### src/hdl/rwv_pkg.sv
`default_nettype none
package rwv_pkg;

    // Field widths
    localparam int PosW   = 24;
    localparam int DiffW  = 25;
    localparam int VelW   = 16;
    localparam int LevelW = 8;
    localparam int SpeedW = 15;
    localparam int DistW  = 25;
    localparam int ProdW  = 50;
    localparam int FullW  = 33;
    localparam int MnW    = 48;
    localparam int RemW   = 50;
    localparam int DshW   = 51;
    localparam int QW     = 18;
    localparam int RootW  = 28;

    // Iteration counts
    localparam int RootSteps = 25;
    localparam int DivSteps  = 18;

    // Shared multiplier operand selects
    localparam logic [2:0] MUL_SQ_X   = 3'd0;
    localparam logic [2:0] MUL_SQ_Y   = 3'd1;
    localparam logic [2:0] MUL_SQ_Z   = 3'd2;
    localparam logic [2:0] MUL_NUM    = 3'd3;
    localparam logic [2:0] MUL_FULL   = 3'd4;
    localparam logic [2:0] MUL_MN_X   = 3'd5;
    localparam logic [2:0] MUL_MN_Y   = 3'd6;
    localparam logic [2:0] MUL_MN_Z   = 3'd7;

    // Register indexes
    localparam logic [2:0] REG_RAMPED_MODE   = 3'd0;
    localparam logic [2:0] REG_CRUISE_SPEED  = 3'd1;
    localparam logic [2:0] REG_RAMP_STEPS    = 3'd2;
    localparam logic [2:0] REG_SLOW_RADIUS   = 3'd3;
    localparam logic [2:0] REG_ARRIVE_RADIUS = 3'd4;

    typedef struct packed {
        logic              ramped_mode;
        logic [SpeedW-1:0] cruise_speed;
        logic [7:0]        ramp_steps;
        logic [PosW-1:0]   slow_radius;
        logic [PosW-1:0]   arrive_radius;
    } cfg_t;

    typedef struct packed {
        logic       load;
        logic       mul_en;
        logic [2:0] mul_sel;
        logic       root_init;
        logic       root_step;
        logic       div_init;
        logic       div_step;
        logic       commit;
    } cmd_t;

endpackage
`default_nettype wire

### src/hdl/rwv_ctrl.sv
`default_nettype none
module rwv_ctrl (
    input  wire                aclk,
    input  wire                aresetn,
    input  wire                in_valid,
    input  wire                out_free,
    output logic               in_ready,
    output rwv_pkg::cmd_t      cmd
);

    localparam logic [2:0] ST_IDLE      = 3'd0;
    localparam logic [2:0] ST_SQ        = 3'd1;
    localparam logic [2:0] ST_ROOT_INIT = 3'd2;
    localparam logic [2:0] ST_ROOT      = 3'd3;
    localparam logic [2:0] ST_MUL       = 3'd4;
    localparam logic [2:0] ST_DIV_INIT  = 3'd5;
    localparam logic [2:0] ST_DIV       = 3'd6;
    localparam logic [2:0] ST_DONE      = 3'd7;

    logic [2:0] state_reg, state_next;
    logic [4:0] cnt_reg, cnt_next;

    assign in_ready = (state_reg == ST_IDLE);

    // Sequencing of the shared multiplier, root and divider steps.
    always_comb begin
        state_next = state_reg;
        cnt_next   = cnt_reg;
        cmd        = '0;
        case (state_reg)
            ST_IDLE: begin
                if (in_valid) begin
                    cmd.load   = 1'b1;
                    state_next = ST_SQ;
                    cnt_next   = '0;
                end
            end
            ST_SQ: begin
                // Three squares, then a wait state so that the last product reaches the sum.
                cmd.mul_en  = (cnt_reg < 5'd3);
                cmd.mul_sel = cnt_reg[2:0];
                cnt_next    = cnt_reg + 5'd1;
                if (cnt_reg == 5'd3) begin
                    state_next = ST_ROOT_INIT;
                end
            end
            ST_ROOT_INIT: begin
                cmd.root_init = 1'b1;
                cnt_next      = '0;
                state_next    = ST_ROOT;
            end
            ST_ROOT: begin
                cmd.root_step = 1'b1;
                cnt_next      = cnt_reg + 5'd1;
                if (cnt_reg == 5'(rwv_pkg::RootSteps - 1)) begin
                    cnt_next   = '0;
                    state_next = ST_MUL;
                end
            end
            ST_MUL: begin
                cmd.mul_en  = (cnt_reg < 5'd5);
                cmd.mul_sel = 3'(cnt_reg + 5'd3);
                cnt_next    = cnt_reg + 5'd1;
                if (cnt_reg == 5'd5) begin
                    state_next = ST_DIV_INIT;
                end
            end
            ST_DIV_INIT: begin
                cmd.div_init = 1'b1;
                cnt_next     = '0;
                state_next   = ST_DIV;
            end
            ST_DIV: begin
                cmd.div_step = 1'b1;
                cnt_next     = cnt_reg + 5'd1;
                if (cnt_reg == 5'(rwv_pkg::DivSteps - 1)) begin
                    state_next = ST_DONE;
                end
            end
            ST_DONE: begin
                if (out_free) begin
                    cmd.commit = 1'b1;
                    state_next = ST_IDLE;
                end
            end
            default: begin
                state_next = ST_IDLE;
            end
        endcase
    end

    always_ff @(posedge aclk) begin
        if (!aresetn) begin
            state_reg <= ST_IDLE;
            cnt_reg   <= '0;
        end else begin
            state_reg <= state_next;
            cnt_reg   <= cnt_next;
        end
    end

endmodule
`default_nettype wire

### src/hdl/rwv_datapath.sv
`default_nettype none
module rwv_datapath (
    input  wire                                   aclk,
    input  wire                                   aresetn,
    input  rwv_pkg::cmd_t                         cmd,
    input  rwv_pkg::cfg_t                         cfg,
    input  wire [6*rwv_pkg::PosW-1:0]             in_data,
    output logic [3*rwv_pkg::VelW-1:0]            vel,
    output logic                                  arrived,
    output logic [rwv_pkg::LevelW-1:0]            ramp_now
);

    localparam int PW = rwv_pkg::PosW;

    logic [rwv_pkg::DiffW-1:0]  mag_reg [3];
    logic                       neg_reg [3];
    logic [rwv_pkg::ProdW-1:0]  prod_reg;
    logic [2:0]                 prod_sel_reg;
    logic                       prod_vld_reg;
    logic [rwv_pkg::ProdW-1:0]  acc_reg;
    logic [rwv_pkg::ProdW-1:0]  sx_reg;
    logic [rwv_pkg::RootW-1:0]  rem_reg;
    logic [rwv_pkg::DistW-1:0]  root_reg;
    logic [22:0]                num_reg;
    logic [rwv_pkg::FullW-1:0]  full_reg;
    logic [rwv_pkg::MnW-1:0]    mn_reg [3];
    logic [rwv_pkg::RemW-1:0]   r_reg [3];
    logic [rwv_pkg::DshW-1:0]   dsh_reg;
    logic [rwv_pkg::QW-1:0]     q_reg [3];
    logic [rwv_pkg::LevelW-1:0] level_reg, level_next;

    logic [7:0]                 steps;
    logic [7:0]                 den;
    logic                       arr;
    logic                       far;
    logic [rwv_pkg::DiffW-1:0]  mul_a, mul_b;
    logic [rwv_pkg::RootW-1:0]  rem_sh, trial;

    assign steps = (cfg.ramp_steps == 8'd0) ? 8'd1 : cfg.ramp_steps;
    assign den   = cfg.ramped_mode ? steps : 8'd1;
    assign arr   = (root_reg < {1'b0, cfg.arrive_radius});
    assign far   = (root_reg >= {1'b0, cfg.slow_radius});

    // Per-axis difference, kept as sign and magnitude.
    always_ff @(posedge aclk) begin
        if (cmd.load) begin
            for (int i = 0; i < 3; i++) begin
                logic signed [rwv_pkg::DiffW-1:0] df;
                df = $signed({in_data[(i+3)*PW+PW-1], in_data[(i+3)*PW +: PW]})
                   - $signed({in_data[i*PW+PW-1], in_data[i*PW +: PW]});
                neg_reg[i] <= df[rwv_pkg::DiffW-1];
                mag_reg[i] <= df[rwv_pkg::DiffW-1] ? 25'(-df) : 25'(df);
            end
        end
    end

    // Shared multiplier operand selection.
    always_comb begin
        mul_a = '0;
        mul_b = '0;
        case (cmd.mul_sel)
            rwv_pkg::MUL_SQ_X: begin mul_a = mag_reg[0]; mul_b = mag_reg[0]; end
            rwv_pkg::MUL_SQ_Y: begin mul_a = mag_reg[1]; mul_b = mag_reg[1]; end
            rwv_pkg::MUL_SQ_Z: begin mul_a = mag_reg[2]; mul_b = mag_reg[2]; end
            rwv_pkg::MUL_NUM: begin
                mul_a = 25'(cfg.cruise_speed);
                mul_b = 25'(level_reg);
            end
            rwv_pkg::MUL_FULL: begin mul_a = root_reg; mul_b = 25'(den); end
            rwv_pkg::MUL_MN_X: begin mul_a = mag_reg[0]; mul_b = 25'(num_reg); end
            rwv_pkg::MUL_MN_Y: begin mul_a = mag_reg[1]; mul_b = 25'(num_reg); end
            rwv_pkg::MUL_MN_Z: begin mul_a = mag_reg[2]; mul_b = 25'(num_reg); end
            default: begin mul_a = '0; mul_b = '0; end
        endcase
    end

    // Product register, then the product lands where its select says.
    always_ff @(posedge aclk) begin
        if (!aresetn) begin
            prod_vld_reg <= 1'b0;
        end else begin
            prod_vld_reg <= cmd.mul_en;
        end
        prod_reg     <= mul_a * mul_b;
        prod_sel_reg <= cmd.mul_sel;
        if (cmd.load) begin
            acc_reg <= '0;
        end else if (prod_vld_reg) begin
            case (prod_sel_reg)
                rwv_pkg::MUL_SQ_X, rwv_pkg::MUL_SQ_Y, rwv_pkg::MUL_SQ_Z: begin
                    acc_reg <= acc_reg + prod_reg;
                end
                rwv_pkg::MUL_NUM: begin
                    if (cfg.ramped_mode) begin
                        num_reg <= prod_reg[22:0];
                    end else begin
                        num_reg <= arr ? 23'd0 : 23'(cfg.cruise_speed);
                    end
                end
                rwv_pkg::MUL_FULL: full_reg <= prod_reg[rwv_pkg::FullW-1:0];
                rwv_pkg::MUL_MN_X: mn_reg[0] <= prod_reg[rwv_pkg::MnW-1:0];
                rwv_pkg::MUL_MN_Y: mn_reg[1] <= prod_reg[rwv_pkg::MnW-1:0];
                rwv_pkg::MUL_MN_Z: mn_reg[2] <= prod_reg[rwv_pkg::MnW-1:0];
                default: acc_reg <= acc_reg;
            endcase
        end
    end

    // Digit-by-digit square root, one result bit per cycle.
    assign rem_sh = {rem_reg[25:0], sx_reg[rwv_pkg::ProdW-1 -: 2]};
    assign trial  = {1'b0, root_reg, 2'b01};

    always_ff @(posedge aclk) begin
        if (cmd.root_init) begin
            sx_reg   <= acc_reg;
            rem_reg  <= '0;
            root_reg <= '0;
        end else if (cmd.root_step) begin
            sx_reg <= {sx_reg[rwv_pkg::ProdW-3:0], 2'b00};
            if (rem_sh >= trial) begin
                rem_reg  <= rem_sh - trial;
                root_reg <= {root_reg[23:0], 1'b1};
            end else begin
                rem_reg  <= rem_sh;
                root_reg <= {root_reg[23:0], 1'b0};
            end
        end
    end

    // Three restoring dividers in parallel, one quotient bit per cycle.
    always_ff @(posedge aclk) begin
        if (cmd.div_init) begin
            dsh_reg <= {full_reg, 18'd0};
            for (int i = 0; i < 3; i++) begin
                r_reg[i] <= {1'b0, mn_reg[i], 1'b0} + 50'(full_reg);
                q_reg[i] <= '0;
            end
        end else if (cmd.div_step) begin
            dsh_reg <= {1'b0, dsh_reg[rwv_pkg::DshW-1:1]};
            for (int i = 0; i < 3; i++) begin
                if ({1'b0, r_reg[i]} >= dsh_reg) begin
                    r_reg[i] <= 50'({1'b0, r_reg[i]} - dsh_reg);
                    q_reg[i] <= {q_reg[i][rwv_pkg::QW-2:0], 1'b1};
                end else begin
                    q_reg[i] <= {q_reg[i][rwv_pkg::QW-2:0], 1'b0};
                end
            end
        end
    end

    // Sign, rounding saturation and the zero-distance case.
    always_comb begin
        for (int i = 0; i < 3; i++) begin
            logic [15:0] v;
            if (root_reg == '0) begin
                v = '0;
            end else if (neg_reg[i]) begin
                if (q_reg[i][17:16] != 2'b00 || (q_reg[i][15] && q_reg[i][14:0] != '0)) begin
                    v = 16'h8000;
                end else begin
                    v = 16'(17'h10000 - {1'b0, q_reg[i][15:0]});
                end
            end else if (q_reg[i][17:15] != 3'b000) begin
                v = 16'h7FFF;
            end else begin
                v = q_reg[i][15:0];
            end
            vel[i*rwv_pkg::VelW +: rwv_pkg::VelW] = v;
        end
    end

    // Ramp level update.
    always_comb begin
        level_next = level_reg;
        if (cfg.ramped_mode) begin
            if (far) begin
                if (level_reg < steps) begin
                    level_next = level_reg + 8'd1;
                end
            end else if (level_reg != 8'd0) begin
                level_next = level_reg - 8'd1;
            end
            if (arr) begin
                level_next = '0;
            end
        end
    end

    assign arrived  = arr;
    assign ramp_now = level_next;

    always_ff @(posedge aclk) begin
        if (!aresetn) begin
            level_reg <= 8'd1;
        end else if (cmd.commit) begin
            level_reg <= level_next;
        end
    end

endmodule
`default_nettype wire

### src/hdl/ramped_waypoint_velocity_unit.sv
`default_nettype none
// Ramped waypoint velocity unit.
// An item on the s_ stream carries current and target positions (Q15.8). For
// each item one result item leaves on the m_ stream: the velocity command
// (Q1.14, saturated), the arrival flag and the ramp level after the update.
// Settings are to be written through the APB port only while the unit is idle;
// the unit itself does not enforce this. One item is in work at a time; it
// passes the 25-step square root and the 18-step dividers, which share one
// sequence with the 25x25 multiplier.
// A new item is taken as soon as the previous result has been moved to the
// output register, so a waiting result does not stop the next item.
// If the receiver stalls, the finished result waits inside until the output
// register frees; s_tready stays low meanwhile.
// Reset (aresetn low, synchronous) clears both streams, restores the
// register defaults and sets the ramp level to one.
module ramped_waypoint_velocity_unit (
    input  wire         aclk,
    input  wire         aresetn,
    // current_x, current_y, current_z, target_x, target_y, target_z
    input  wire [143:0] s_tdata,
    input  wire         s_tvalid,
    output logic        s_tready,
    // vel_x, vel_y, vel_z, arrived, ramp_now, 7 zero bits
    output logic [63:0] m_tdata,
    output logic        m_tvalid,
    input  wire         m_tready,
    input  wire         psel,
    input  wire         penable,
    input  wire         pwrite,
    input  wire  [4:0]  paddr,
    input  wire  [31:0] pwdata,
    output logic [31:0] prdata,
    output logic        pready
);

    rwv_pkg::cfg_t cfg_reg;
    rwv_pkg::cmd_t cmd;
    logic          out_free;
    logic          m_tvalid_reg;
    logic [63:0]   m_tdata_reg;
    logic [47:0]   vel;
    logic          arrived;
    logic [7:0]    ramp_now;
    logic [2:0]    idx;

    assign pready = 1'b1;
    assign idx    = paddr[4:2];

    // Register writes.
    always_ff @(posedge aclk) begin
        if (!aresetn) begin
            cfg_reg.ramped_mode   <= 1'b1;
            cfg_reg.cruise_speed  <= 15'd16384;
            cfg_reg.ramp_steps    <= 8'd50;
            cfg_reg.slow_radius   <= 24'd768;
            cfg_reg.arrive_radius <= 24'd256;
        end else if (psel && penable && pwrite) begin
            case (idx)
                rwv_pkg::REG_RAMPED_MODE:   cfg_reg.ramped_mode   <= pwdata[0];
                rwv_pkg::REG_CRUISE_SPEED:  cfg_reg.cruise_speed  <= pwdata[14:0];
                rwv_pkg::REG_RAMP_STEPS:    cfg_reg.ramp_steps    <= pwdata[7:0];
                rwv_pkg::REG_SLOW_RADIUS:   cfg_reg.slow_radius   <= pwdata[23:0];
                rwv_pkg::REG_ARRIVE_RADIUS: cfg_reg.arrive_radius <= pwdata[23:0];
                default: cfg_reg <= cfg_reg;
            endcase
        end
    end

    // Register reads.
    always_comb begin
        case (idx)
            rwv_pkg::REG_RAMPED_MODE:   prdata = 32'(cfg_reg.ramped_mode);
            rwv_pkg::REG_CRUISE_SPEED:  prdata = 32'(cfg_reg.cruise_speed);
            rwv_pkg::REG_RAMP_STEPS:    prdata = 32'(cfg_reg.ramp_steps);
            rwv_pkg::REG_SLOW_RADIUS:   prdata = 32'(cfg_reg.slow_radius);
            rwv_pkg::REG_ARRIVE_RADIUS: prdata = 32'(cfg_reg.arrive_radius);
            default:                    prdata = '0;
        endcase
    end

    assign out_free = !m_tvalid_reg || m_tready;

    rwv_ctrl u_ctrl (
        .aclk     (aclk),
        .aresetn  (aresetn),
        .in_valid (s_tvalid),
        .out_free (out_free),
        .in_ready (s_tready),
        .cmd      (cmd)
    );

    rwv_datapath u_dp (
        .aclk     (aclk),
        .aresetn  (aresetn),
        .cmd      (cmd),
        .cfg      (cfg_reg),
        .in_data  (s_tdata),
        .vel      (vel),
        .arrived  (arrived),
        .ramp_now (ramp_now)
    );

    // Output register.
    always_ff @(posedge aclk) begin
        if (!aresetn) begin
            m_tvalid_reg <= 1'b0;
        end else if (cmd.commit) begin
            m_tvalid_reg <= 1'b1;
        end else if (m_tready) begin
            m_tvalid_reg <= 1'b0;
        end
        if (cmd.commit) begin
            m_tdata_reg <= {7'd0, ramp_now, arrived, vel};
        end
    end

    assign m_tvalid = m_tvalid_reg;
    assign m_tdata  = m_tdata_reg;

endmodule
`default_nettype wire

### config.mk
export PLATFORM = sky130hd
export DESIGN_NAME = ramped_waypoint_velocity_unit
export DESIGN_NICKNAME = d
export VERILOG_FILES = /design/src/hdl/rwv_pkg.sv /design/src/hdl/rwv_ctrl.sv /design/src/hdl/rwv_datapath.sv /design/src/hdl/ramped_waypoint_velocity_unit.sv
export SDC_FILE = /design/constraint.sdc
export NUM_CORES = 2
export LEC_CHECK = 0
export BUFFER_PORTS_ARGS = -buffer_cell sky130_fd_sc_hd__buf_2
export CAP_MARGIN = 20
export CORE_ASPECT_RATIO = 1.2
export CORE_MARGIN = 2
export CORE_UTILIZATION = 60
export CTS_CLUSTER_DIAMETER = 150
export DETAILED_ROUTE_END_ITERATION = 12
export PLACE_DENSITY = 0.78
export REMOVE_ABC_BUFFERS = 1
export SYNTH_ARGS = -nofsm -noshare
export SYNTH_HDL_FRONTEND = slang
export SYNTH_SLANG_ARGS = --single-unit
### constraint.sdc
create_clock -name aclk -period 12.8 [get_ports aclk]
set_input_delay 3.84 -clock aclk [delete_from_list [all_inputs] [get_ports aclk]]
set_output_delay 3.84 -clock aclk [all_outputs]
set_load 0.02 [all_outputs]
==> metrics.md <==
| Metric | Value |
|---|---|
| Status | `complete, no violations` |
| Fill count | `10652` |
| Worst-Margin Slew | `between 1 and 1.5 ns` |
| Setup CP Type | `reg2reg` |
| Delay-heaviest family, CP | `adder cells` |
| GRT Total Usage | `0.343` |
| Commonest cells post-synth | `1227 x nand2_1, 1003 x inv_1, 650 x ha_1, 627 x a21oi_1, 621 x edfxtp_1` |
| Post-Synthesis Cells | `8849` |
| Largest area contributor in the netlist | `edfxtp_1` |
| Largest stage delay on the critical path | `around 1.1 ns` |
| Critical Path Source Type | `register` |
| Post-synth EDFFs | `621` |
| Slew margin rel. | `0.209` |
| Sequential area share after synthesis | `0.300` |
| Die Area | `136000 µm²` |
| CTS buffer count | `89` |
| H-tree levels | `3` |
| Netlist Area Pre-Place | `79600 µm²` |
| Worst endpoint data arrival time | `11.90 ns` |
| Post-synth cell types | `94` |
| Peak Freq | `roughly 90 MHz` |
| Leading cell type by number of instances after synthesis | `nand2_1` |
| Starting density of the core | `0.604` |
| Final Cycle Share | `0.882` |
| Number of detailed-route iterations in the first pass | `6` |
| CTS resizes | `0` |
| Async S/R FF share, synth | `0` |
| CTS root buffer | `clkbuf_16` |
| Die height | `403 µm` |
| Post-synthesis register bit count | `884` |
| CP required | `about 13 ns` |
| Clock Path Buffers | `3` |
| Layout cells sized above 1 | `0.0698` |
| Total gr overflow | `0` |
| Placed Area | `82700 µm²` |
| 1st-iter DRT viols | `5561` |
| Std-Cell Rows | `146` |
| Min Tclk post-route | `~11 ns` |
| CP max-delay cell | `o32a_1` |
| Routed Antenna Nets | `0` |
| Number of vias per cell | `6.13` |
| Via count of the first global-routing pass | `66502` |
| Routability cong. | `between 0.9 and 1` |
| CTS Hold Buffers Added | `0` |
| Synth Flop Type | `edfxtp_1` |
| CTS tree | `built` |
| RSZ-0062 raised after global routing | `false` |
| Synth area leaders | `edfxtp_1 23%, fa_1 13%, ha_1 10%, dfxtp_1 6.6%, nand2_1 5.8%` |
| Fin util | `0.652` |
| Hold Worst Slack | `0.452 ns` |
| Final Hold Fails | `0` |
| Crit end category | `register` |
| # port buffers | `260` |
| Avg Cell Area, Syn | `9.00 µm²` |
| Postcts setup bufs | `0` |
| Max-cap violations | `0` |
| Per-cell routed wire length | `21.6 µm` |
| Clk_skew | `~0.08 ns` |
| Antenna violations before repair | `5` |
| Post-route DRC | `0` |
| Die Wd | `337 µm` |
| Pin count of the biggest net entering global routing | `86` |
| Finished Cell Area | `86100 µm²` |
| Fin Setup TNS | `0 ns` |
| CP bufs+invs | `9` |
| # IOs | `287` |
| Max reg flops | `150` |
| Drt total wl | `234 mm` |
| Hold Path Class | `reg2reg` |
| Post-synth top area share | `0.234` |
| DR vias | `66362` |
| CP Max Fanout | `a little over 50` |
| Yosys warnings | `0` |
| Clock transition at path regs | `~0.060 ns` |
| Nets@finish | `10351` |
| Core Area | `132000 µm²` |
| Worst skew pair latency | `0.74 ns` |
| First-pass GRT wire length | `between 300 and 400 mm` |
| Final setup vio count | `0` |
| Layout area overhead | `8.10%` |
| Final Max Slew Viols | `0` |
| Clk sinks | `between 800 and 900` |
| HPWL after DPL | `183 mm` |
[metrics by stage]
step,std cells,setup WS [ns]
after floorplan,8507,1.71
after global placement,10657,1.96
after detailed placement,10659,1.80
after CTS,10826,1.75
after global routing,10830,0.880
final,10832,1.51
[cells in the final DEF, fill, tap and decap left out, drive strengths merged, types with 31 or more instances in the layout]
| cell | Yosys | layout |
|---|---|---|
| nand2 | 1229 | 1229 |
| inv | 1008 | 1018 |
| ha | 650 | 650 |
| a21oi | 627 | 627 |
| edfxtp | 621 | 621 |
| nor2 | 574 | 574 |
| fa | 536 | 536 |
| o21ai | 426 | 426 |
| buf | 53 | 379 |
| xnor2 | 284 | 284 |
| a21o | 267 | 267 |
| dfxtp | 263 | 263 |
| xor2 | 213 | 213 |
| mux2i | 183 | 183 |
| nand3 | 134 | 134 |
| nor3 | 111 | 111 |
| and2 | 108 | 108 |
| clkbuf | 303 | 107 |
| a31oi | 96 | 96 |
| o21a | 88 | 88 |
| and3 | 79 | 79 |
| nand4 | 76 | 76 |
| nor2b | 72 | 72 |
| nand2b | 70 | 70 |
| or3 | 69 | 69 |
| a211oi | 64 | 64 |
| o21bai | 63 | 63 |
| o211ai | 45 | 45 |
| a22o | 43 | 43 |
| o22ai | 39 | 39 |
| a22oi | 31 | 31 |
[path summary, 6_finish.rpt]
kind                        from                 to  slack (ns)  cells past startpoint
max          u_ctrl.state_reg[2]  u_dp.prod_reg[42]        1.51                     33
max reg2reg  u_ctrl.state_reg[2]  u_dp.prod_reg[42]        1.51                     33
min              u_dp.dsh_reg[6]    u_dp.dsh_reg[5]        0.45                      2
min reg2reg      u_dp.dsh_reg[6]    u_dp.dsh_reg[5]        0.45                      2
[layer usage]
metal | global-route usage | part of all wire
met1 | 0.408 | 0.38
met2 | 0.583 | 0.48
met3 | 0.0542 | 0.075
met4 | 0.206 | 0.067
met5 | 0 | 0.00012
[cell families after synthesis]
group                    Yosys count  share of synthesized area
AND/OR/NAND/NOR                 2667                      0.152
AO/OA/AOI/OAI                   2048                      0.164
buffers and inverters           1368                     0.0669
adder cells (fa/ha/maj)         1186                      0.237
flip-flops                       884                      0.300
XOR/XNOR                         497                     0.0547
multiplexers                     197                     0.0250
other                              2                  0.0000943
[tightest hold or removal path, cell delays in order, from the launching register on]
cell and delay, ns:
dfxtp_1 0.32, nand2_1 0.04, o21ai_0 0.05
[final cells by class]
| type | instances | area (µm²) | share of cell area |
|---|---|---|---|
| inverter | 1012 | 3800 | 0.0442 |
| tap | 1776 | 2220 | 0.0258 |
| clock inverter | 60 | 852 | 0.00990 |
| clock buffer | 107 | 2400 | 0.0279 |
| antenna | 3 | 7.51 | 0.0000872 |
| multi-input combinational | 6611 | 50600 | 0.588 |
| sequential | 884 | 23900 | 0.278 |
| timing repair buffer | 379 | 2270 | 0.0263 |
Power is not shown: default switching activity piles up to over one toggle a cycle in this logic, so the estimate is an artifact.
